File: config.mk
export PLATFORM = sky130hd
export DESIGN_NAME = command_framed_byte_ring_buffer_flat
export DESIGN_NICKNAME = d
export VERILOG_FILES = /design/src/hdl/cfbrb_pkg.sv /design/src/hdl/cfbrb_if.sv /design/src/hdl/command_framed_byte_ring_buffer.sv /design/src/hdl/cfbrb_ram.sv /design/src/hdl/cfbrb_cfg.sv /design/src/flat_wrapper.sv
export SDC_FILE = /design/constraint.sdc
export NUM_CORES = 1
export LEC_CHECK = 0
export BUFFER_PORTS_ARGS = -buffer_cell sky130_fd_sc_hd__buf_4
export CORE_MARGIN = 1
export CORE_UTILIZATION = 40
export CTS_CLUSTER_DIAMETER = 150
export DETAILED_ROUTE_END_ITERATION = 7
export PLACE_DENSITY = 0.66
export RECOVER_POWER = 100
export SLEW_MARGIN = 25
export SYNTH_ARGS = -nofsm -noshare
export SYNTH_HDL_FRONTEND = slang
export SYNTH_HIERARCHICAL = 1
export SYNTH_SLANG_ARGS = --single-unit
File: constraint.sdc
create_clock -name clk -period 10.5 [get_ports clk]
set_input_delay 2.625 -clock clk [delete_from_list [all_inputs] [get_ports clk]]
set_output_delay 2.625 -clock clk [all_outputs]
set_load 0.01 [all_outputs]
File: src/hdl/cfbrb_pkg.sv
// Package for the command-framed byte ring buffer.
// Depth, widths, op and status codes, register map and pointer helpers.
// No dependencies.
`default_nettype none

package cfbrb_pkg;

    localparam int DEPTH     = 64;
    localparam int PTR_W     = $clog2(DEPTH);
    localparam int CNT_W     = $clog2(DEPTH + 1);
    localparam int DATA_W    = 8;
    localparam int OP_W      = 3;
    localparam int ST_W      = 2;
    localparam int CNT_OUT_W = 7;

    // APB map: one 32-bit register at byte address 0
    localparam int APB_DW    = 32;
    localparam int APB_AW    = 3;
    localparam int REG_IDX_W = APB_AW - 2;

    localparam logic [REG_IDX_W-1:0] REG_TERMINATOR = REG_IDX_W'(0);

    typedef enum logic [OP_W-1:0] {
        OP_PUSH     = 3'd0,
        OP_POP      = 3'd1,
        OP_POP_CMD  = 3'd2,
        OP_PEEK_OLD = 3'd3,
        OP_PEEK_NEW = 3'd4,
        OP_FLUSH    = 3'd5,
        OP_CMD_LEN  = 3'd6
    } op_t;

    typedef enum logic [ST_W-1:0] {
        ST_OK       = 2'd0,
        ST_EMPTY    = 2'd1,
        ST_OVERFLOW = 2'd2
    } status_t;

    function automatic logic [PTR_W-1:0] wrap_inc(input logic [PTR_W-1:0] p);
        logic [PTR_W-1:0] r;
        if (p == PTR_W'(DEPTH - 1))
            r = '0;
        else
            r = p + PTR_W'(1);
        return r;
    endfunction

    function automatic logic [PTR_W-1:0] wrap_dec(input logic [PTR_W-1:0] p);
        logic [PTR_W-1:0] r;
        if (p == '0)
            r = PTR_W'(DEPTH - 1);
        else
            r = p - PTR_W'(1);
        return r;
    endfunction

endpackage

`default_nettype wire

File: src/hdl/cfbrb_if.sv
// Request and result channel interfaces (valid/ready with payload).
// Depends on cfbrb_pkg.
`default_nettype none

interface cfbrb_in_if;
    import cfbrb_pkg::*;

    logic              valid;
    logic              ready;
    logic [OP_W-1:0]   op;
    logic [DATA_W-1:0] data_in;

    modport source (output valid, output op, output data_in, input ready);
    modport sink   (input valid, input op, input data_in, output ready);
endinterface

interface cfbrb_out_if;
    import cfbrb_pkg::*;

    logic                 valid;
    logic                 ready;
    logic [DATA_W-1:0]    data_out;
    logic [ST_W-1:0]      status;
    logic                 last;
    logic [CNT_OUT_W-1:0] bytes_held;
    logic [CNT_OUT_W-1:0] commands_held;
    logic [CNT_OUT_W-1:0] next_length;

    modport source (output valid, output data_out, output status, output last,
                    output bytes_held, output commands_held, output next_length,
                    input ready);
    modport sink   (input valid, input data_out, input status, input last,
                    input bytes_held, input commands_held, input next_length,
                    output ready);
endinterface

`default_nettype wire

File: src/hdl/command_framed_byte_ring_buffer.sv
// Command-framed byte ring buffer, top level: sequencer around the byte RAM.
// Depends on cfbrb_pkg, cfbrb_if (cfbrb_in_if, cfbrb_out_if), cfbrb_ram, cfbrb_cfg.
//
// Usage:
//   req  - request channel (op, data_in), taken when valid && ready.
//   rsp  - result channel; one result per request, except pop command, which
//          returns one result per command byte, the terminator as 0, with
//          last set on the final one. bytes_held/commands_held on every
//          result are the counts after the whole request.
//   APB  - terminator register at address 0; write only while idle.
// Timing: one request at a time. Push, flush, unused op: straight to the
//   send state. Pop, peeks: one RAM read, then send. Command length: a scan
//   of k entries (up to DEPTH), one RAM read per cycle, then send. Pop
//   command: the same scan, then one RAM read per returned byte and a closing
//   result; the single read port of the byte RAM serialises these reads.
// A finished result sits in an output register; the next request is taken
// while it waits. If the receiver stalls, the sequencer holds its next
// result and stops. Reset clears positions, counts and the terminator;
// the RAM contents are not cleared.
`default_nettype none

module command_framed_byte_ring_buffer (
    input  wire logic                          clk,
    input  wire logic                          rst_n,
    cfbrb_in_if.sink                           req,
    cfbrb_out_if.source                        rsp,
    input  wire logic                          psel,
    input  wire logic                          penable,
    input  wire logic                          pwrite,
    input  wire logic [cfbrb_pkg::APB_AW-1:0]  paddr,
    input  wire logic [cfbrb_pkg::APB_DW-1:0]  pwdata,
    output logic      [cfbrb_pkg::APB_DW-1:0]  prdata,
    output logic                               pready
);
    import cfbrb_pkg::*;

    typedef enum logic [2:0] {
        S_IDLE,
        S_READ,
        S_SCAN,
        S_EMIT_RD,
        S_EMIT_DATA,
        S_SEND
    } state_t;

    typedef enum logic [1:0] {
        TAIL_TERM,
        TAIL_EMPTY,
        TAIL_NONE
    } tail_t;

    logic [DATA_W-1:0] terminator;

    logic              ram_we;
    logic [PTR_W-1:0]  ram_waddr;
    logic [DATA_W-1:0] ram_wdata;
    logic [PTR_W-1:0]  ram_raddr;
    logic [DATA_W-1:0] ram_rdata;

    state_t            state_reg, state_next;
    logic [OP_W-1:0]   op_reg, op_next;
    logic [PTR_W-1:0]  rp_reg, rp_next;
    logic [PTR_W-1:0]  wp_reg, wp_next;
    logic [PTR_W-1:0]  cs_reg, cs_next;
    logic [CNT_W-1:0]  bcnt_reg, bcnt_next;
    logic [CNT_W-1:0]  ccnt_reg, ccnt_next;

    logic [PTR_W-1:0]  scan_ptr_reg, scan_ptr_next;
    logic [CNT_W-1:0]  scan_iss_reg, scan_iss_next;
    logic [CNT_W-1:0]  scan_lim_reg, scan_lim_next;
    logic              chk_vld_reg, chk_vld_next;
    logic [CNT_W-1:0]  chk_cnt_reg, chk_cnt_next;

    logic [CNT_W-1:0]  emit_left_reg, emit_left_next;
    tail_t             tail_reg, tail_next;
    logic [CNT_W-1:0]  fin_bcnt_reg, fin_bcnt_next;
    logic [CNT_W-1:0]  fin_ccnt_reg, fin_ccnt_next;

    logic [DATA_W-1:0] res_data_reg, res_data_next;
    logic [ST_W-1:0]   res_status_reg, res_status_next;
    logic              res_last_reg, res_last_next;
    logic [CNT_W-1:0]  res_bcnt_reg, res_bcnt_next;
    logic [CNT_W-1:0]  res_ccnt_reg, res_ccnt_next;
    logic [CNT_W-1:0]  res_len_reg, res_len_next;

    logic              out_valid_reg, out_valid_next;
    logic [DATA_W-1:0] out_data_reg, out_data_next;
    logic [ST_W-1:0]   out_status_reg, out_status_next;
    logic              out_last_reg, out_last_next;
    logic [CNT_W-1:0]  out_bcnt_reg, out_bcnt_next;
    logic [CNT_W-1:0]  out_ccnt_reg, out_ccnt_next;
    logic [CNT_W-1:0]  out_len_reg, out_len_next;

    logic              out_free;
    logic [CNT_W-1:0]  partial;
    logic              hit;
    logic              scan_miss;
    logic [CNT_W-1:0]  chk_len;

    cfbrb_cfg u_cfg (
        .clk        (clk),
        .rst_n      (rst_n),
        .psel       (psel),
        .penable    (penable),
        .pwrite     (pwrite),
        .paddr      (paddr),
        .pwdata     (pwdata),
        .prdata     (prdata),
        .pready     (pready),
        .terminator (terminator)
    );

    cfbrb_ram #(
        .WIDTH (DATA_W),
        .DEPTH (DEPTH)
    ) u_store (
        .clk   (clk),
        .we    (ram_we),
        .waddr (ram_waddr),
        .wdata (ram_wdata),
        .raddr (ram_raddr),
        .rdata (ram_rdata)
    );

    // Writes happen only at request acceptance; every read starts in a later
    // cycle or on a request that does not write, so no forwarding is needed.
    assign req.ready = (state_reg == S_IDLE);
    assign out_free  = !out_valid_reg || rsp.ready;

    // length of the unterminated tail, modulo depth
    assign partial = (wp_reg >= cs_reg) ? (CNT_W'(wp_reg) - CNT_W'(cs_reg))
                   : (CNT_W'(wp_reg) + CNT_W'(DEPTH) - CNT_W'(cs_reg));

    assign chk_len   = chk_cnt_reg + CNT_W'(1);
    assign hit       = chk_vld_reg && (ram_rdata == terminator);
    assign scan_miss = chk_vld_reg && !hit && (chk_len == scan_lim_reg);

    always_comb
    begin
        state_next      = state_reg;
        op_next         = op_reg;
        rp_next         = rp_reg;
        wp_next         = wp_reg;
        cs_next         = cs_reg;
        bcnt_next       = bcnt_reg;
        ccnt_next       = ccnt_reg;
        scan_ptr_next   = scan_ptr_reg;
        scan_iss_next   = scan_iss_reg;
        scan_lim_next   = scan_lim_reg;
        chk_vld_next    = chk_vld_reg;
        chk_cnt_next    = chk_cnt_reg;
        emit_left_next  = emit_left_reg;
        tail_next       = tail_reg;
        fin_bcnt_next   = fin_bcnt_reg;
        fin_ccnt_next   = fin_ccnt_reg;
        res_data_next   = res_data_reg;
        res_status_next = res_status_reg;
        res_last_next   = res_last_reg;
        res_bcnt_next   = res_bcnt_reg;
        res_ccnt_next   = res_ccnt_reg;
        res_len_next    = res_len_reg;
        out_valid_next  = out_valid_reg;
        out_data_next   = out_data_reg;
        out_status_next = out_status_reg;
        out_last_next   = out_last_reg;
        out_bcnt_next   = out_bcnt_reg;
        out_ccnt_next   = out_ccnt_reg;
        out_len_next    = out_len_reg;
        ram_we          = 1'b0;
        ram_waddr       = wp_reg;
        ram_wdata       = req.data_in;
        ram_raddr       = rp_reg;

        if (out_valid_reg && rsp.ready)
        begin
            out_valid_next = 1'b0;
        end

        case (state_reg)
            S_IDLE:
            begin
                if (req.valid)
                begin
                    op_next         = req.op;
                    res_data_next   = '0;
                    res_status_next = ST_OK;
                    res_last_next   = 1'b1;
                    res_len_next    = '0;
                    state_next      = S_SEND;
                    case (req.op)
                        OP_PUSH:
                        begin
                            if (bcnt_reg >= CNT_W'(DEPTH))
                            begin
                                bcnt_next       = (partial <= bcnt_reg) ?
                                                  (bcnt_reg - partial) : '0;
                                wp_next         = cs_reg;
                                res_status_next = ST_OVERFLOW;
                            end
                            else
                            begin
                                ram_we    = 1'b1;
                                wp_next   = wrap_inc(wp_reg);
                                bcnt_next = bcnt_reg + CNT_W'(1);
                                if (req.data_in == terminator)
                                begin
                                    if (ccnt_reg < CNT_W'(DEPTH))
                                    begin
                                        ccnt_next = ccnt_reg + CNT_W'(1);
                                    end
                                    cs_next = wrap_inc(wp_reg);
                                end
                            end
                        end
                        OP_POP, OP_PEEK_OLD, OP_PEEK_NEW:
                        begin
                            if (bcnt_reg == '0)
                            begin
                                res_status_next = ST_EMPTY;
                            end
                            else
                            begin
                                if (req.op == OP_PEEK_NEW)
                                begin
                                    ram_raddr = wrap_dec(wp_reg);
                                end
                                if (req.op == OP_POP)
                                begin
                                    rp_next   = wrap_inc(rp_reg);
                                    bcnt_next = bcnt_reg - CNT_W'(1);
                                end
                                state_next = S_READ;
                            end
                        end
                        OP_POP_CMD:
                        begin
                            if (ccnt_reg == '0)
                            begin
                                res_status_next = ST_EMPTY;
                            end
                            else if (bcnt_reg == '0)
                            begin
                                emit_left_next = '0;
                                tail_next      = TAIL_EMPTY;
                                fin_bcnt_next  = bcnt_reg;
                                fin_ccnt_next  = ccnt_reg;
                                state_next     = S_EMIT_RD;
                            end
                            else
                            begin
                                scan_ptr_next = rp_reg;
                                scan_iss_next = '0;
                                scan_lim_next = bcnt_reg;
                                chk_vld_next  = 1'b0;
                                state_next    = S_SCAN;
                            end
                        end
                        OP_FLUSH:
                        begin
                            rp_next   = '0;
                            wp_next   = '0;
                            cs_next   = '0;
                            bcnt_next = '0;
                            ccnt_next = '0;
                        end
                        OP_CMD_LEN:
                        begin
                            if (ccnt_reg == '0)
                            begin
                                res_status_next = ST_EMPTY;
                            end
                            else
                            begin
                                scan_ptr_next = rp_reg;
                                scan_iss_next = '0;
                                scan_lim_next = CNT_W'(DEPTH);
                                chk_vld_next  = 1'b0;
                                state_next    = S_SCAN;
                            end
                        end
                        default:
                        begin
                            res_status_next = ST_OK;
                        end
                    endcase
                    res_bcnt_next = bcnt_next;
                    res_ccnt_next = ccnt_next;
                end
            end

            S_READ:
            begin
                if (op_reg == OP_POP && ram_rdata == terminator && ccnt_reg != '0)
                begin
                    ccnt_next = ccnt_reg - CNT_W'(1);
                end
                res_data_next = ram_rdata;
                res_bcnt_next = bcnt_reg;
                res_ccnt_next = ccnt_next;
                state_next    = S_SEND;
            end

            S_SCAN:
            begin
                if (scan_iss_reg < scan_lim_reg)
                begin
                    ram_raddr     = scan_ptr_reg;
                    scan_ptr_next = wrap_inc(scan_ptr_reg);
                    scan_iss_next = scan_iss_reg + CNT_W'(1);
                    chk_vld_next  = 1'b1;
                    chk_cnt_next  = scan_iss_reg;
                end
                else
                begin
                    chk_vld_next = 1'b0;
                end
                if (hit || scan_miss)
                begin
                    chk_vld_next = 1'b0;
                    if (op_reg == OP_CMD_LEN)
                    begin
                        res_data_next   = '0;
                        res_status_next = ST_OK;
                        res_last_next   = 1'b1;
                        res_len_next    = hit ? chk_len : '0;
                        res_bcnt_next   = bcnt_reg;
                        res_ccnt_next   = ccnt_reg;
                        state_next      = S_SEND;
                    end
                    else
                    begin
                        if (hit)
                        begin
                            emit_left_next = chk_cnt_reg;
                            tail_next      = TAIL_TERM;
                            fin_bcnt_next  = bcnt_reg - chk_len;
                            fin_ccnt_next  = (ccnt_reg != '0) ?
                                             (ccnt_reg - CNT_W'(1)) : '0;
                        end
                        else
                        begin
                            emit_left_next = bcnt_reg;
                            tail_next      = (bcnt_reg == CNT_W'(DEPTH)) ?
                                             TAIL_NONE : TAIL_EMPTY;
                            fin_bcnt_next  = '0;
                            fin_ccnt_next  = ccnt_reg;
                        end
                        state_next = S_EMIT_RD;
                    end
                end
            end

            S_EMIT_RD:
            begin
                res_len_next  = '0;
                res_bcnt_next = fin_bcnt_reg;
                res_ccnt_next = fin_ccnt_reg;
                if (emit_left_reg != '0)
                begin
                    ram_raddr      = rp_reg;
                    rp_next        = wrap_inc(rp_reg);
                    bcnt_next      = bcnt_reg - CNT_W'(1);
                    emit_left_next = emit_left_reg - CNT_W'(1);
                    state_next     = S_EMIT_DATA;
                end
                else
                begin
                    res_data_next = '0;
                    res_last_next = 1'b1;
                    case (tail_reg)
                        TAIL_TERM:
                        begin
                            rp_next         = wrap_inc(rp_reg);
                            bcnt_next       = bcnt_reg - CNT_W'(1);
                            ccnt_next       = (ccnt_reg != '0) ?
                                              (ccnt_reg - CNT_W'(1)) : '0;
                            res_status_next = ST_OK;
                        end
                        TAIL_EMPTY:
                        begin
                            res_status_next = ST_EMPTY;
                        end
                        default:
                        begin
                            res_status_next = ST_OK;
                        end
                    endcase
                    state_next = S_SEND;
                end
            end

            S_EMIT_DATA:
            begin
                res_data_next   = ram_rdata;
                res_status_next = ST_OK;
                res_last_next   = (emit_left_reg == '0) && (tail_reg == TAIL_NONE);
                state_next      = S_SEND;
            end

            S_SEND:
            begin
                if (out_free)
                begin
                    out_valid_next  = 1'b1;
                    out_data_next   = res_data_reg;
                    out_status_next = res_status_reg;
                    out_last_next   = res_last_reg;
                    out_bcnt_next   = res_bcnt_reg;
                    out_ccnt_next   = res_ccnt_reg;
                    out_len_next    = res_len_reg;
                    state_next      = res_last_reg ? S_IDLE : S_EMIT_RD;
                end
            end

            default:
            begin
                state_next = S_IDLE;
            end
        endcase
    end

    always_ff @(posedge clk or negedge rst_n)
    begin
        if (!rst_n)
        begin
            state_reg      <= S_IDLE;
            op_reg         <= '0;
            rp_reg         <= '0;
            wp_reg         <= '0;
            cs_reg         <= '0;
            bcnt_reg       <= '0;
            ccnt_reg       <= '0;
            scan_ptr_reg   <= '0;
            scan_iss_reg   <= '0;
            scan_lim_reg   <= '0;
            chk_vld_reg    <= 1'b0;
            chk_cnt_reg    <= '0;
            emit_left_reg  <= '0;
            tail_reg       <= TAIL_NONE;
            fin_bcnt_reg   <= '0;
            fin_ccnt_reg   <= '0;
            res_data_reg   <= '0;
            res_status_reg <= '0;
            res_last_reg   <= 1'b0;
            res_bcnt_reg   <= '0;
            res_ccnt_reg   <= '0;
            res_len_reg    <= '0;
            out_valid_reg  <= 1'b0;
            out_data_reg   <= '0;
            out_status_reg <= '0;
            out_last_reg   <= 1'b0;
            out_bcnt_reg   <= '0;
            out_ccnt_reg   <= '0;
            out_len_reg    <= '0;
        end
        else
        begin
            state_reg      <= state_next;
            op_reg         <= op_next;
            rp_reg         <= rp_next;
            wp_reg         <= wp_next;
            cs_reg         <= cs_next;
            bcnt_reg       <= bcnt_next;
            ccnt_reg       <= ccnt_next;
            scan_ptr_reg   <= scan_ptr_next;
            scan_iss_reg   <= scan_iss_next;
            scan_lim_reg   <= scan_lim_next;
            chk_vld_reg    <= chk_vld_next;
            chk_cnt_reg    <= chk_cnt_next;
            emit_left_reg  <= emit_left_next;
            tail_reg       <= tail_next;
            fin_bcnt_reg   <= fin_bcnt_next;
            fin_ccnt_reg   <= fin_ccnt_next;
            res_data_reg   <= res_data_next;
            res_status_reg <= res_status_next;
            res_last_reg   <= res_last_next;
            res_bcnt_reg   <= res_bcnt_next;
            res_ccnt_reg   <= res_ccnt_next;
            res_len_reg    <= res_len_next;
            out_valid_reg  <= out_valid_next;
            out_data_reg   <= out_data_next;
            out_status_reg <= out_status_next;
            out_last_reg   <= out_last_next;
            out_bcnt_reg   <= out_bcnt_next;
            out_ccnt_reg   <= out_ccnt_next;
            out_len_reg    <= out_len_next;
        end
    end

    assign rsp.valid         = out_valid_reg;
    assign rsp.data_out      = out_data_reg;
    assign rsp.status        = out_status_reg;
    assign rsp.last          = out_last_reg;
    assign rsp.bytes_held    = CNT_OUT_W'(out_bcnt_reg);
    assign rsp.commands_held = CNT_OUT_W'(out_ccnt_reg);
    assign rsp.next_length   = CNT_OUT_W'(out_len_reg);

`ifndef SYNTH
    a_bcnt_range: assert property (@(posedge clk) disable iff (!rst_n)
        (bcnt_reg <= CNT_W'(DEPTH)) && (ccnt_reg <= CNT_W'(DEPTH)))
        else $error("byte or command count above depth");

    a_write_on_accept: assert property (@(posedge clk) disable iff (!rst_n)
        ram_we |-> (state_reg == S_IDLE && req.valid && req.op == OP_PUSH))
        else $error("store write outside push acceptance");

    a_more_results: assert property (@(posedge clk) disable iff (!rst_n)
        (rsp.valid && !rsp.last) |-> (state_reg != S_IDLE))
        else $error("idle while a command pop is still open");
`endif

endmodule

`default_nettype wire

File: src/hdl/cfbrb_ram.sv
// Generic single-clock RAM: one write port, one read port, registered read.
// No dependencies.
`default_nettype none

module cfbrb_ram #(
    parameter int WIDTH = 8,
    parameter int DEPTH = 64
) (
    input  wire logic                                  clk,
    input  wire logic                                  we,
    input  wire logic [(DEPTH > 1 ? $clog2(DEPTH) : 1)-1:0] waddr,
    input  wire logic [WIDTH-1:0]                      wdata,
    input  wire logic [(DEPTH > 1 ? $clog2(DEPTH) : 1)-1:0] raddr,
    output logic      [WIDTH-1:0]                      rdata
);

    logic [WIDTH-1:0] mem_reg [DEPTH];
    logic [WIDTH-1:0] rdata_reg;

    always_ff @(posedge clk)
    begin
        if (we)
        begin
            mem_reg[waddr] <= wdata;
        end
        rdata_reg <= mem_reg[raddr];
    end

    assign rdata = rdata_reg;

endmodule

`default_nettype wire

File: src/hdl/cfbrb_cfg.sv
// APB register block: holds the terminator byte.
// Depends on cfbrb_pkg.
`default_nettype none

module cfbrb_cfg (
    input  wire logic                           clk,
    input  wire logic                           rst_n,
    input  wire logic                           psel,
    input  wire logic                           penable,
    input  wire logic                           pwrite,
    input  wire logic [cfbrb_pkg::APB_AW-1:0]   paddr,
    input  wire logic [cfbrb_pkg::APB_DW-1:0]   pwdata,
    output logic      [cfbrb_pkg::APB_DW-1:0]   prdata,
    output logic                                pready,
    output logic      [cfbrb_pkg::DATA_W-1:0]   terminator
);
    import cfbrb_pkg::*;

    logic [DATA_W-1:0]    term_reg;
    logic [DATA_W-1:0]    term_next;
    logic [REG_IDX_W-1:0] reg_idx;
    logic                 wr_en;

    assign reg_idx = paddr[APB_AW-1:2];
    assign wr_en   = psel && penable && pwrite;
    assign pready  = 1'b1;

    always_comb
    begin
        term_next = term_reg;
        if (wr_en && reg_idx == REG_TERMINATOR)
        begin
            term_next = pwdata[DATA_W-1:0];
        end
    end

    always_ff @(posedge clk or negedge rst_n)
    begin
        if (!rst_n)
        begin
            term_reg <= '0;
        end
        else
        begin
            term_reg <= term_next;
        end
    end

    always_comb
    begin
        prdata = '0;
        if (reg_idx == REG_TERMINATOR)
        begin
            prdata = APB_DW'(term_reg);
        end
    end

    assign terminator = term_reg;

endmodule

`default_nettype wire
File: src/flat_wrapper.sv
// flat-port wrapper written by rule: the top's interface ports become plain ports
module command_framed_byte_ring_buffer_flat import cfbrb_pkg::*;
  (clk, rst_n, psel, penable, pwrite, paddr, pwdata, prdata, pready, req_valid, req_op, req_data_in, req_ready, rsp_valid, rsp_data_out, rsp_status, rsp_last, rsp_bytes_held, rsp_commands_held, rsp_next_length, rsp_ready);
  cfbrb_in_if req_i ();
  cfbrb_out_if rsp_i ();
  input  wire logic clk;
  input  wire logic rst_n;
  input  wire logic psel;
  input  wire logic penable;
  input  wire logic pwrite;
  input  wire logic [cfbrb_pkg::APB_AW-1:0] paddr;
  input  wire logic [cfbrb_pkg::APB_DW-1:0] pwdata;
  output logic      [cfbrb_pkg::APB_DW-1:0] prdata;
  output logic pready;
  input wire logic [$bits(req_i.valid)-1:0] req_valid;
  input wire logic [$bits(req_i.op)-1:0] req_op;
  input wire logic [$bits(req_i.data_in)-1:0] req_data_in;
  output wire logic [$bits(req_i.ready)-1:0] req_ready;
  output wire logic [$bits(rsp_i.valid)-1:0] rsp_valid;
  output wire logic [$bits(rsp_i.data_out)-1:0] rsp_data_out;
  output wire logic [$bits(rsp_i.status)-1:0] rsp_status;
  output wire logic [$bits(rsp_i.last)-1:0] rsp_last;
  output wire logic [$bits(rsp_i.bytes_held)-1:0] rsp_bytes_held;
  output wire logic [$bits(rsp_i.commands_held)-1:0] rsp_commands_held;
  output wire logic [$bits(rsp_i.next_length)-1:0] rsp_next_length;
  input wire logic [$bits(rsp_i.ready)-1:0] rsp_ready;
  assign req_i.valid = req_valid;
  assign req_i.op = req_op;
  assign req_i.data_in = req_data_in;
  assign req_ready = req_i.ready;
  assign rsp_valid = rsp_i.valid;
  assign rsp_data_out = rsp_i.data_out;
  assign rsp_status = rsp_i.status;
  assign rsp_last = rsp_i.last;
  assign rsp_bytes_held = rsp_i.bytes_held;
  assign rsp_commands_held = rsp_i.commands_held;
  assign rsp_next_length = rsp_i.next_length;
  assign rsp_i.ready = rsp_ready;
  command_framed_byte_ring_buffer u_core (.clk(clk), .rst_n(rst_n), .req(req_i), .rsp(rsp_i), .psel(psel), .penable(penable), .pwrite(pwrite), .paddr(paddr), .pwdata(pwdata), .prdata(prdata), .pready(pready));
endmodule
# Yosys cells after proc, flatten, opt, wreduce, memory -nomap -nowiden
# Memories as Yosys holds them, arrays and structs flattened. A register that Yosys moved wholly into a read port is not among the register bits.
# Cells that the tools add are included.
# classes
n_eq_ne	47
magnitude_cmp	5
mux	155
reduce_logical	53
addsub	16
bitwise	1
# op_table
cell	count
$mux 7	54
$mux 6	22
$pmux 7 s2	7
$pmux 6 s2	7
$pmux 7 s3	4
$pmux 7 s4	2
$mux 8	5
$pmux 8 s4	1
$add 7x1->7 const B	4
$mux 2	14
$mux 1	24
$logic_not 7->1	3
$mux 3	7
$sub 7x1->7 const B	3
$add 6x1->6 const B	3
$eq 3x3->1 const B	6
$eq 6x6->1 const B	3
$ne 2x2->1 const B	9
$reduce_and 6->1	3
$eq 8x8->1	2
$ne 2x1->1 const B	8
$pmux 3 s5	1
$reduce_and 5->1	3
$reduce_and 7->1	2
other kinds (42)	80
# totals
memories	1
input_bits	53
elab_cells	308
reg_bits	162
ramBits	512
# mem_list
name	words	word_bits	read_ports	rd_clocked_by_memory_dff	wr	line	rtl
u_core.u_store.mem_reg	64	8	1	1	1	cfbrb_ram.sv:17	logic [WIDTH-1:0] mem_reg [DEPTH];

# Longest topological paths before layout
# Gate-level depths: netlist (run 1).
# depth
ltp_word	9
depth_mapped	19
depth_no_buf	16

# By module
# Netlist (run 1), hierarchy kept.
# modules_own_cells
module	area_each_um2	n_inst	seq_area_each_um2	cells_per_inst
cfbrb_ram	20190.6	1	15534.9	972
command_framed_byte_ring_buffer	10329.9	1	3854.9	1186
cfbrb_cfg	579.3	1	200.2	52

# Worst setup path after synthesis (run 1)
# Ideal clock, no wire load.
# synth_timing
kind	input-to-reg
startpoint	input port req_op[2]
endpoint	register u_core.u_store.rdata_reg[2] (netlist: u_core/u_store/rdata[2]), read port of u_core.u_store.mem_reg
required_ns	10.383
slack_ns	5.016
path_stages	13
arrival_time_ns	5.367
path_cell_list	clkbuf_1 clkbuf_1 and4_1 o21ai_0 a21oi_1 o21a_1 o22a_1 buf_2 buf_1 mux4_2 a21oi_1 o211ai_1 a32o_1
# synth_between
elab_chain_cells	6
word_cells_on_any_way	9
# synth_lines
item	line	rtl
start, declared	flat_wrapper.sv:16	input wire logic [$bits(req_i.op)-1:0] req_op;
$eq 3x3->1	command_framed_byte_ring_buffer.sv:190, command_framed_byte_ring_buffer.sv:223	
$mux 6	command_framed_byte_ring_buffer.sv:223	if (req.op == OP_PEEK_NEW)
$mux 6	command_framed_byte_ring_buffer.sv:217	if (bcnt_reg == '0)
$mux 6 *	command_framed_byte_ring_buffer.sv:190	case (req.op)
$mux 6 *	command_framed_byte_ring_buffer.sv:182	if (req.valid)
$pmux 6 s2 *	command_framed_byte_ring_buffer.sv:179	case (state_reg)
via u_core.ram_raddr[2]	command_framed_byte_ring_buffer.sv:57	logic [PTR_W-1:0] ram_raddr;
end, declared	cfbrb_ram.sv:18	logic [WIDTH-1:0] rdata_reg;
# Mark *: on every way through the listed nets, which the timed path passes. The rest lies on a longest branch.
# A chain may end at the register's enable or synchronous reset.

# Final worst setup path (run 1)
# layout_timing
startpoint	input port req_op[1]
endpoint	register u_core.u_store.rdata_reg[6] (netlist: u_core/u_store/rdata[6]), read port of u_core.u_store.mem_reg
# Same word-level chain as after synthesis.

==> results of run 1 <==
## per-stage QoR
stage | setup WS (ps) | power (µW) | area [µm²] | hold WS, ps | utilization
finish | 2960 | 10220 | 34600 | 490.0 | 0.4525
floorplan | 5016 | 6491 | 31190 | 450.7 | -
global placement | 3441 | 7624 | 32460 | 471.4 | 0.4246
CTS | 4010 | 10260 | 34830 | 494.3 | 0.4556
global route | 2412 | 10740 | 34600 | 513.9 | 0.4525
detailed placement | 3365 | 7696 | 32460 | 475.5 | 0.4246
## placed cells by master (no fill, tap or decap), drive strengths merged, types with 39 or more instances in the layout
cell / netlist / routed
nor2: 206 / 206
nand3: 64 / 64
mux4: 124 / 124
edfxtp: 512 / 512
clkbuf: 84 / 143
o21ai: 104 / 104
nand2: 122 / 122
mux2: 51 / 51
inv: 45 / 50
dfrtp: 161 / 161
ha: 39 / 39
a21oi: 94 / 94
## routing by layer
| metal | up-vias | wire length, µm |
|---|---|---|
| met5 | - | 0 |
| met4 | 0 | 2557 |
| met3 | 163 | 5492 |
| met2 | 820 | 36300 |
| met1 | 9952 | 32150 |
| li1 | 8572 | - |
## worst paths after layout
path / start / end / slack, ps / cells past startpoint
worst max-delay path: req_op[1] / u_core/u_store/rdata[6] / 2960 / 11
worst min register to register: u_core/res_len_reg[2] / u_core/res_len_reg[2] / 490 / 1
max in group asynchronous: rst_n / u_core/cs_reg[1] / 4180 / 1
worst min-delay path: u_core/res_len_reg[2] / u_core/res_len_reg[2] / 490 / 1
min in group asynchronous: rst_n / u_core/rsp.next_length[3] / 3690 / 1
worst max register to register: u_core/state_reg[1] / u_core/u_store/rdata[6] / 3700 / 11
## cells in the mapped netlist (7+ instances only)
master,number
a21oi_1,92
nand2_1,121
mux2_2,51
and2b_2,8
o31ai_1,14
o22ai_1,33
a31oi_1,23
o211ai_1,13
o2bb2ai_1,8
and3_1,9
nand3_1,64
a221oi_1,14
nor3_1,36
a22oi_1,16
mux2i_1,38
buf_4,35
o21ai_0,100
a221o_1,9
nor4_1,7
a21o_1,19
dfxtp_1,8
buf_2,22
inv_1,45
edfxtp_1,512
xnor2_1,28
dfrtp_1,161
a22o_1,14
nand4_1,13
or3_1,14
or2_2,10
nor2b_1,22
nor2_1,206
clkbuf_1,84
xor2_1,25
ha_1,39
nand2b_1,22
mux4_2,124
o221ai_1,10
nand3b_1,7
## report_power, final
group / internal (µW) / switching (µW)
registers: 3180 / 286
clock network: 1480 / 1070
logic: 1720 / 2480
total: 6380 / 3840
## cell type report
| type | instances | area share |
|---|---|---|
| Sequential cell | 682 | 0.5663 |
| Multi-Input combinational cell | 1349 | 0.3068 |
| Clock buffer | 81 | 0.05208 |
| Tap cell | 1030 | 0.03725 |
| Clock inverter | 45 | 0.01642 |
| Timing Repair Buffer | 100 | 0.01591 |
| Inverter | 49 | 0.005316 |
## critical path: cells and delay by family
kind,cells,cell delay [ps]
buf+inv,2,2320
compound gates,6,1760
mux,1,680
simple gates,2,540
## logic make-up after synthesis
family / Yosys count
flip-flops: 682
adder cells (fa/ha/maj): 42
other: 2
AO/OA/AOI/OAI: 435
multiplexers: 213
buffers and inverters: 202
AND/OR/NAND/NOR: 579
XOR/XNOR: 55
==> impl_metrics.tcl, run 1 <==
set metrics [dict create \
    synth_mux_area_frac 0.1205 \
    violations "capacitance limit, slew limit" \
    n_antenna_cell 0 \
    synth-edff-count 512 \
    avgSynthCellArea_um2 14.07 \
    critPathCaptureType "flip-flop" \
    fillerInstances 6716 \
    post_cts_resize_count 0 \
    antenna_found_initial 0 \
    p_leak_uw 0.01189 \
    synth_area_leaders "edfxtp_1 49%, dfrtp_1 13%, mux4_2 9.0%" \
    area_delta_synth_final_pct 11.24 \
    critical_path.cell_chain "clkbuf_1 -> nor2_1 -> nand4_1 -> a31oi_1 -> a21oi_1 -> a221o_4 -> clkbuf_2 -> mux4_2 -> o221ai_1 -> o21ai_0 -> a22o_1" \
    cts_setup_buffers 0 \
    gr-total-overflow 0 \
    critPathLaunchType "input pin" \
    wl_um 76500 \
    largest_register_ff_count 512 \
    gp_congestion 0.9388 \
    initial_core_util 0.4068 \
    layout-drive-gt1-share 0.1552 \
    peakVddDrop_mv 0.2036 \
    instances_no_fill 3336 \
    post-dp-hpwl_um 48710 \
    postCtsHoldBufs 0 \
    grt_util_met1 0.2688 \
    synth.largest_area_cell "edfxtp_1" \
    slowest_stage "clkbuf_2" \
    run_status "finished, violations left" \
    period_share 0.7181 \
    viasPerCell 5.847 \
    vias 19510 \
    synth-compound-area-share 0.09294 \
    portBuffers 68 \
    drv_cap 12 \
    timing.setup.tns_ps 0 \
    cts_buffers 69 \
    rsz0062_at_grt "no" \
    ys_seq_elements 682 \
    drtIter0Drc 2027 \
    dieHeight_um 280.8 \
    yosysUniqueCellTypes 97 \
    synth_top_family_by_area "multiplexers" \
    slew_headroom -2.123 \
    grt_use_total 0.1943 \
    io_pins 120 \
    worst-slew-pin-transition_ps 4684 \
    num_rows 101 \
    register_area_um2 19590 \
    grt_pass1_wl_um 116700 \
    hp-class "reg -> reg" \
    hold_viol 0 \
    clock_skew_ps 29.36 \
    max_stage_delay_ps 1390 \
    cts_sinks 682 \
    clk_latency_ps 630 \
    critPathMaxFanout 46 \
    arrival_ps 8020 \
    drv_slew 731 \
    crit_type "in -> reg" \
    grt_busiest_layer "met2" \
    ys_warn_count 6 \
    grt_max_degree 86 \
    final.min_clock_period_ps 7540 \
    synth-simple-area-share 0.09096 \
    ys_seq_area_frac 0.6299 \
    grt_pass1_vias 19030 \
    nNetsFinal 2346 \
    die-area_um2 78870 \
    clockRootBuffer "clkbuf_16" \
    netlist_area_um2 31100 \
    met3_usage 0.03658 \
    multi_input_area_um2 10610 \
    fmaxAchievable_mhz 132.6 \
    synthAdderAreaFrac 0.01762 \
    finalSetupViolCount 0 \
    async_flop_share 0.2375 \
    ant_nets 0 \
    core-area_um2 76450 \
    htree_levels 3 \
    powerDensity_nw_per_um2 295.4 \
    netlist.area_leader.share 0.4944 \
    cts.path.max_buffers 3 \
    synthXorXnorAreaFrac 0.01637 \
    placed_cells_incl_taps 3209 \
    grt_use_met2 0.3071 \
    cts_tree "built" \
    crit_required_ps 10980 \
    synthCells 2210 \
    dieWidth_um 280.8 \
    synthFlopType "edfxtp_1" \
    route.detailed.drc 0 \
    routedWlPerCell_um 22.93 \
    drtPass1Iterations 5 \
    path_clk_slew_ps 60 \
]
No activity file was read; power rests on OpenSTA's default activity.
==> run 2, diff against run 1 <==
Settings changed: PLACE_DENSITY 0.66 to 0.68.
Clock period 10.5 ns to 6.9 ns, I/O delays scaled along.
==> run 2 against run 1 <==
The flow still finishes with violations (capacitance limit, slew limit). Global-route usage is 0.21 points higher. Count of clock-buffer cells in the layout is 7 higher. Largest cell class unchanged. Non-clock buffer count is 7 higher. Highest routed layer unchanged.
==> impl_metrics.tcl, run 2 (same netlist as run 1, synthesis figures left out) <==
set metrics [dict create \
    run_status "finished, violations left" \
    critPathMaxFanout 18 \
    p_leak_uw 0.01184 \
    place_area_um2 32550 \
    cts_setup_buffers 0 \
    powerDensity_nw_per_um2 445.0 \
    wl_um 77200 \
    htree_levels 3 \
    grt_pass1_wl_um 117800 \
    drtPass1Iterations 6 \
    cts_tree "built" \
    largest_register_ff_count 512 \
    path_clk_slew_ps 60 \
    finalSetupViolCount 0 \
    gr-total-overflow 0 \
    io_pins 120 \
    dieHeight_um 280.8 \
    critPathLaunchType "flip-flop" \
    fin_area_um2 34490 \
    hold_viol 0 \
    num_rows 101 \
    critPathCaptureType "flip-flop" \
    die-area_um2 78870 \
    cts_sinks 682 \
    layout_common_cells "512 x edfxtp_1, 206 x nor2_1, 161 x dfrtp_1" \
    rsz0062_at_grt "no" \
    grt_max_degree 83 \
    timing.setup.tns_ps 0 \
    area_delta_synth_final_pct 10.89 \
    crit_required_ps 7450 \
    layout-drive-gt1-share 0.1540 \
    dieWidth_um 280.8 \
    drv_slew 531 \
    crit_type "reg -> reg" \
    n_antenna_cell 0 \
    final_common_cell "edfxtp_1" \
    post_cts_resize_count 0 \
    cts_buffers 69 \
    violations "capacitance limit, slew limit" \
    core-area_um2 76450 \
    postCtsHoldBufs 0 \
    antenna_found_initial 0 \
    drv_cap 9 \
    ant_nets 0 \
    grt_pass1_vias 19240 \
    drtIter0Drc 2134 \
    slew_headroom -1.155 \
    final.min_clock_period_ps 5763 \
    gp_congestion 0.9155 \
    grt_use_total 0.1963 \
    cts.path.max_buffers 3 \
    fin_total_pwr_uw 15350 \
    peakVddDrop_mv 0.2063 \
    fillerInstances 6692 \
    arrival_ps 6320 \
    hp-class "reg -> reg" \
    initial_core_util 0.4068 \
    viasPerCell 5.866 \
    route.detailed.drc 0 \
    clock_skew_ps 23.52 \
    period_share 0.8353 \
    nNetsFinal 2353 \
    clockRootBuffer "clkbuf_16" \
    fin_util 0.4511 \
    routedWlPerCell_um 23.10 \
    worst-slew-pin-transition_ps 3233 \
    clk_latency_ps 620 \
    portBuffers 68 \
    post-dp-hpwl_um 50550 \
    fmaxAchievable_mhz 173.5 \
    vias 19600 \
]
## run 2: changes by cell type in the layout (fill, tap and decap cells not counted), sizes merged
| cell | delta |
|---|---|
| bufinv | -7 |
| buf | +9 |
| clkinvlp | +1 |
| clkbuf | +5 |
| clkinv | -2 |
## run 2: routing by layer
metal  GRT usage  vias to the layer above  wire [µm]
met5           0                        -          0
met3     0.02652                      144       5637
met1      0.2761                     9970      32240
met2      0.3149                      898      37080
li1            -                     8591          -
met4     0.06347                        0       2235
## run 2: path summary, 6_finish.rpt
path                                             start                   endpoint  slack [ps]  depth (start not counted)
worst min-delay path            u_core/res_bcnt_reg[2]     u_core/res_bcnt_reg[2]         500                          1
min in group asynchronous                        rst_n  u_core/rsp.next_length[6]        1150                          1
worst max-delay path                u_core/bcnt_reg[0]    u_core/u_store/rdata[6]        1140                         14
max in group asynchronous                        rst_n     u_core/rsp.data_out[4]        4520                          2
worst max register to register      u_core/bcnt_reg[0]    u_core/u_store/rdata[6]        1140                         14
worst min register to register  u_core/res_bcnt_reg[2]     u_core/res_bcnt_reg[2]         500                          1
## run 2: final cells by class
class / count / area (µm²) / share of cell area
inverter: 49 / 183.9 / 0.005333
multi-input combinational: 1349 / 10630 / 0.3081
sequential: 682 / 19590 / 0.5681
timing repair buffer: 107 / 626.9 / 0.01818
tap: 1030 / 1289 / 0.03737
clock buffer: 88 / 1861 / 0.05395
clock inverter: 37 / 309.0 / 0.008962
## run 2: power by group
group	switching, µW	internal [µW]	total, µW
sequential	469	4840	5300
clock	1590	2010	3600
combinational	3790	2650	6440
## run 2: worst max-delay path, stage by stage (launching register included)
cell and delay, ps:
dfrtp_1 330, clkbuf_1 690, inv_1 350, ha_1 400
nand2b_1 220, or3_1 280, and4_1 340, o21ai_0 110
a21oi_1 140, a221o_1 790, clkinv_1 700, nand2_1 450
o22ai_1 200, o21ai_0 450, a22o_1 220
## run 2: per-stage QoR
step                      hold slack (ps)  setup WS [ps]  std cells
after detailed placement            477.6           1211       3216
after global routing                509.5          939.7       3342
after floorplan                     450.7           2316       2233
final                               495.1           1137       3342
after CTS                           495.1           1652       3341
after global placement              475.0           1225       3216
==> run 3, diff against run 2 <==
Settings changed: PLACE_DENSITY 0.68 to 0.66.
Clock period 6.9 ns to 5.5 ns, I/O delays scaled along.
==> run 3 against run 2 <==
The flow still finishes with violations (capacitance limit, slew limit). Utilization rose by 0.50 points. Count of clock-buffer cells in the layout fell by 1. Critical path depth is 6 lower. Fmax rose by 16%.
==> impl_metrics.tcl, run 3 (same netlist as run 1, synthesis figures left out) <==
set metrics [dict create \
    run_status "finished, violations left" \
    violations "capacitance limit, slew limit" \
    placed_cells_incl_taps 3254 \
    critPathCaptureType "flip-flop" \
    p_clk_frac 0.249 \
    fin_total_pwr_uw 19580 \
    area_delta_synth_final_pct 12.12 \
    timing.setup.tns_ps 0 \
    p_int_uw 12290 \
    htree_levels 3 \
    cts_sinks 682 \
    fmaxAchievable_mhz 200.6 \
    final_common_cell "edfxtp_1" \
    routed-wl-met3_um 6011 \
    num_rows 101 \
    highest_layer "met4" \
    initial_core_util 0.4068 \
    hold_depth 1 \
    viasPerCell 5.825 \
    layout_common_cells "512 x edfxtp_1, 206 x nor2_1, 161 x dfrtp_1" \
    routedWlPerCell_um 23.04 \
    route.detailed.drc 0 \
    grt_use_total 0.1988 \
    arrival_ps 5230 \
    hold_viol 0 \
    powerDensity_nw_per_um2 561.5 \
    wl_um 77900 \
    postCtsHoldBufs 0 \
    grt_pass1_wl_um 119000 \
    clk_latency_ps 630 \
    post_cts_resize_count 0 \
    grt_pass1_vias 19390 \
    cts.path.max_buffers 3 \
    fin_util 0.4561 \
    met2WireLength_um 36590 \
    period_share 0.9064 \
    drv_cap 8 \
    slew_headroom -1.564 \
    peakVddDrop_mv 0.3388 \
    core-area_um2 76450 \
    layout-drive-gt1-share 0.1574 \
    p_comb_frac 0.412 \
    cts_tree "built" \
    nNetsFinal 2390 \
    gr-total-overflow 0 \
    seq_power_share 0.338 \
    drtIter0Drc 2368 \
    clock_skew_ps 29.36 \
    die-area_um2 78870 \
    dieHeight_um 280.8 \
    crit_required_ps 5750 \
    n_antenna_cell 0 \
    worst-slew-pin-transition_ps 3846 \
    switchingPower_uw 7291 \
    critPathMaxFanout 28 \
    hp-class "reg -> reg" \
    critPathLaunchType "flip-flop" \
    crit_type "reg -> reg" \
    vias 19700 \
    io_pins 120 \
    p_sw_frac 0.3724 \
    m1WireLength_um 32830 \
    dieWidth_um 280.8 \
    antenna_found_initial 0 \
    r2r_cells 8 \
    finalSetupViolCount 0 \
    path_clk_slew_ps 60 \
    portBuffers 68 \
    ant_nets 0 \
    drv_slew 541 \
    grt_max_degree 83 \
    final.min_clock_period_ps 4985 \
    cts_setup_buffers 0 \
    clockRootBuffer "clkbuf_16" \
    rsz0062_at_grt "no" \
    instances_no_fill 3381 \
    gp_congestion 0.9380 \
    cts_buffers 69 \
    p_leak_uw 0.01204 \
    holdWs_ps 488.4 \
    largest_register_ff_count 512 \
    post-dp-hpwl_um 51270 \
    drtPass1Iterations 6 \
]
run 3: cell count changes in the layout (fill, tap and decap cells not counted), moves of 3 or more:
cell / delta
clkinv_2: -3
bufinv_16: +7
clkbuf_1: +20
buf_4: +15
run 3: layout make-up:
cell class | instances | area, µm²
multi-input combinational | 1349 | 10630
clock buffer | 87 | 1877
timing repair buffer | 144 | 825.8
inverter | 49 | 183.9
clock inverter | 40 | 479.2
tap | 1030 | 1289
fill | 6726 | 41580
sequential | 682 | 19590
run 3: routing by layer:
layer / track usage / vias up
met5: 0 / -
met4: 0.06641 / 0
met3: 0.03458 / 150
met2: 0.3161 / 857
met1: 0.2758 / 10020
li1: - / 8669
run 3: final timing paths:
kind | slack [ps] | to | from
min | 490 | u_core/res_len_reg[6] | u_core/res_len_reg[6]
min reg2reg | 490 | u_core/res_len_reg[6] | u_core/res_len_reg[6]
max reg2reg | 520 | u_core/u_store/mem_reg[19][4] | u_core/state_reg[0]
max | 520 | u_core/u_store/mem_reg[19][4] | u_core/state_reg[0]
min in group asynchronous | 2200 | u_core/rsp.next_length[6] | rst_n
max in group asynchronous | 1100 | u_core/res_data_reg[1] | rst_n
run 3: worst max-delay path, stage by stage (launching register included):
cell and delay (ps):
dfrtp_1 330, buf_4 240, clkbuf_1 1000, o21bai_1 340
or3_1 440, nor2_1 570, inv_1 190, or2_0 640
nor2_1 830
run 3: metrics by stage:
step           setup slack (ps)  cell area, µm²
6_report                  515.0           34870
5_1_grt                   179.4           34870
4_1_cts                   665.1           35210
3_5_place_dp              166.0           32850
3_3_place_gp              216.6           32850
2_1_floorplan              1266           31190
run 3: power by group through the flow:
stage               combinational [µW]  clock [µW]  sequential (µW)
global placement                  7990           0             6690
global route                      8720        5170             6690
finish                            8070        4880             6620
floorplan                         5870           0             6520
detailed placement                8090           0             6710
CTS                               8120        4960             6610
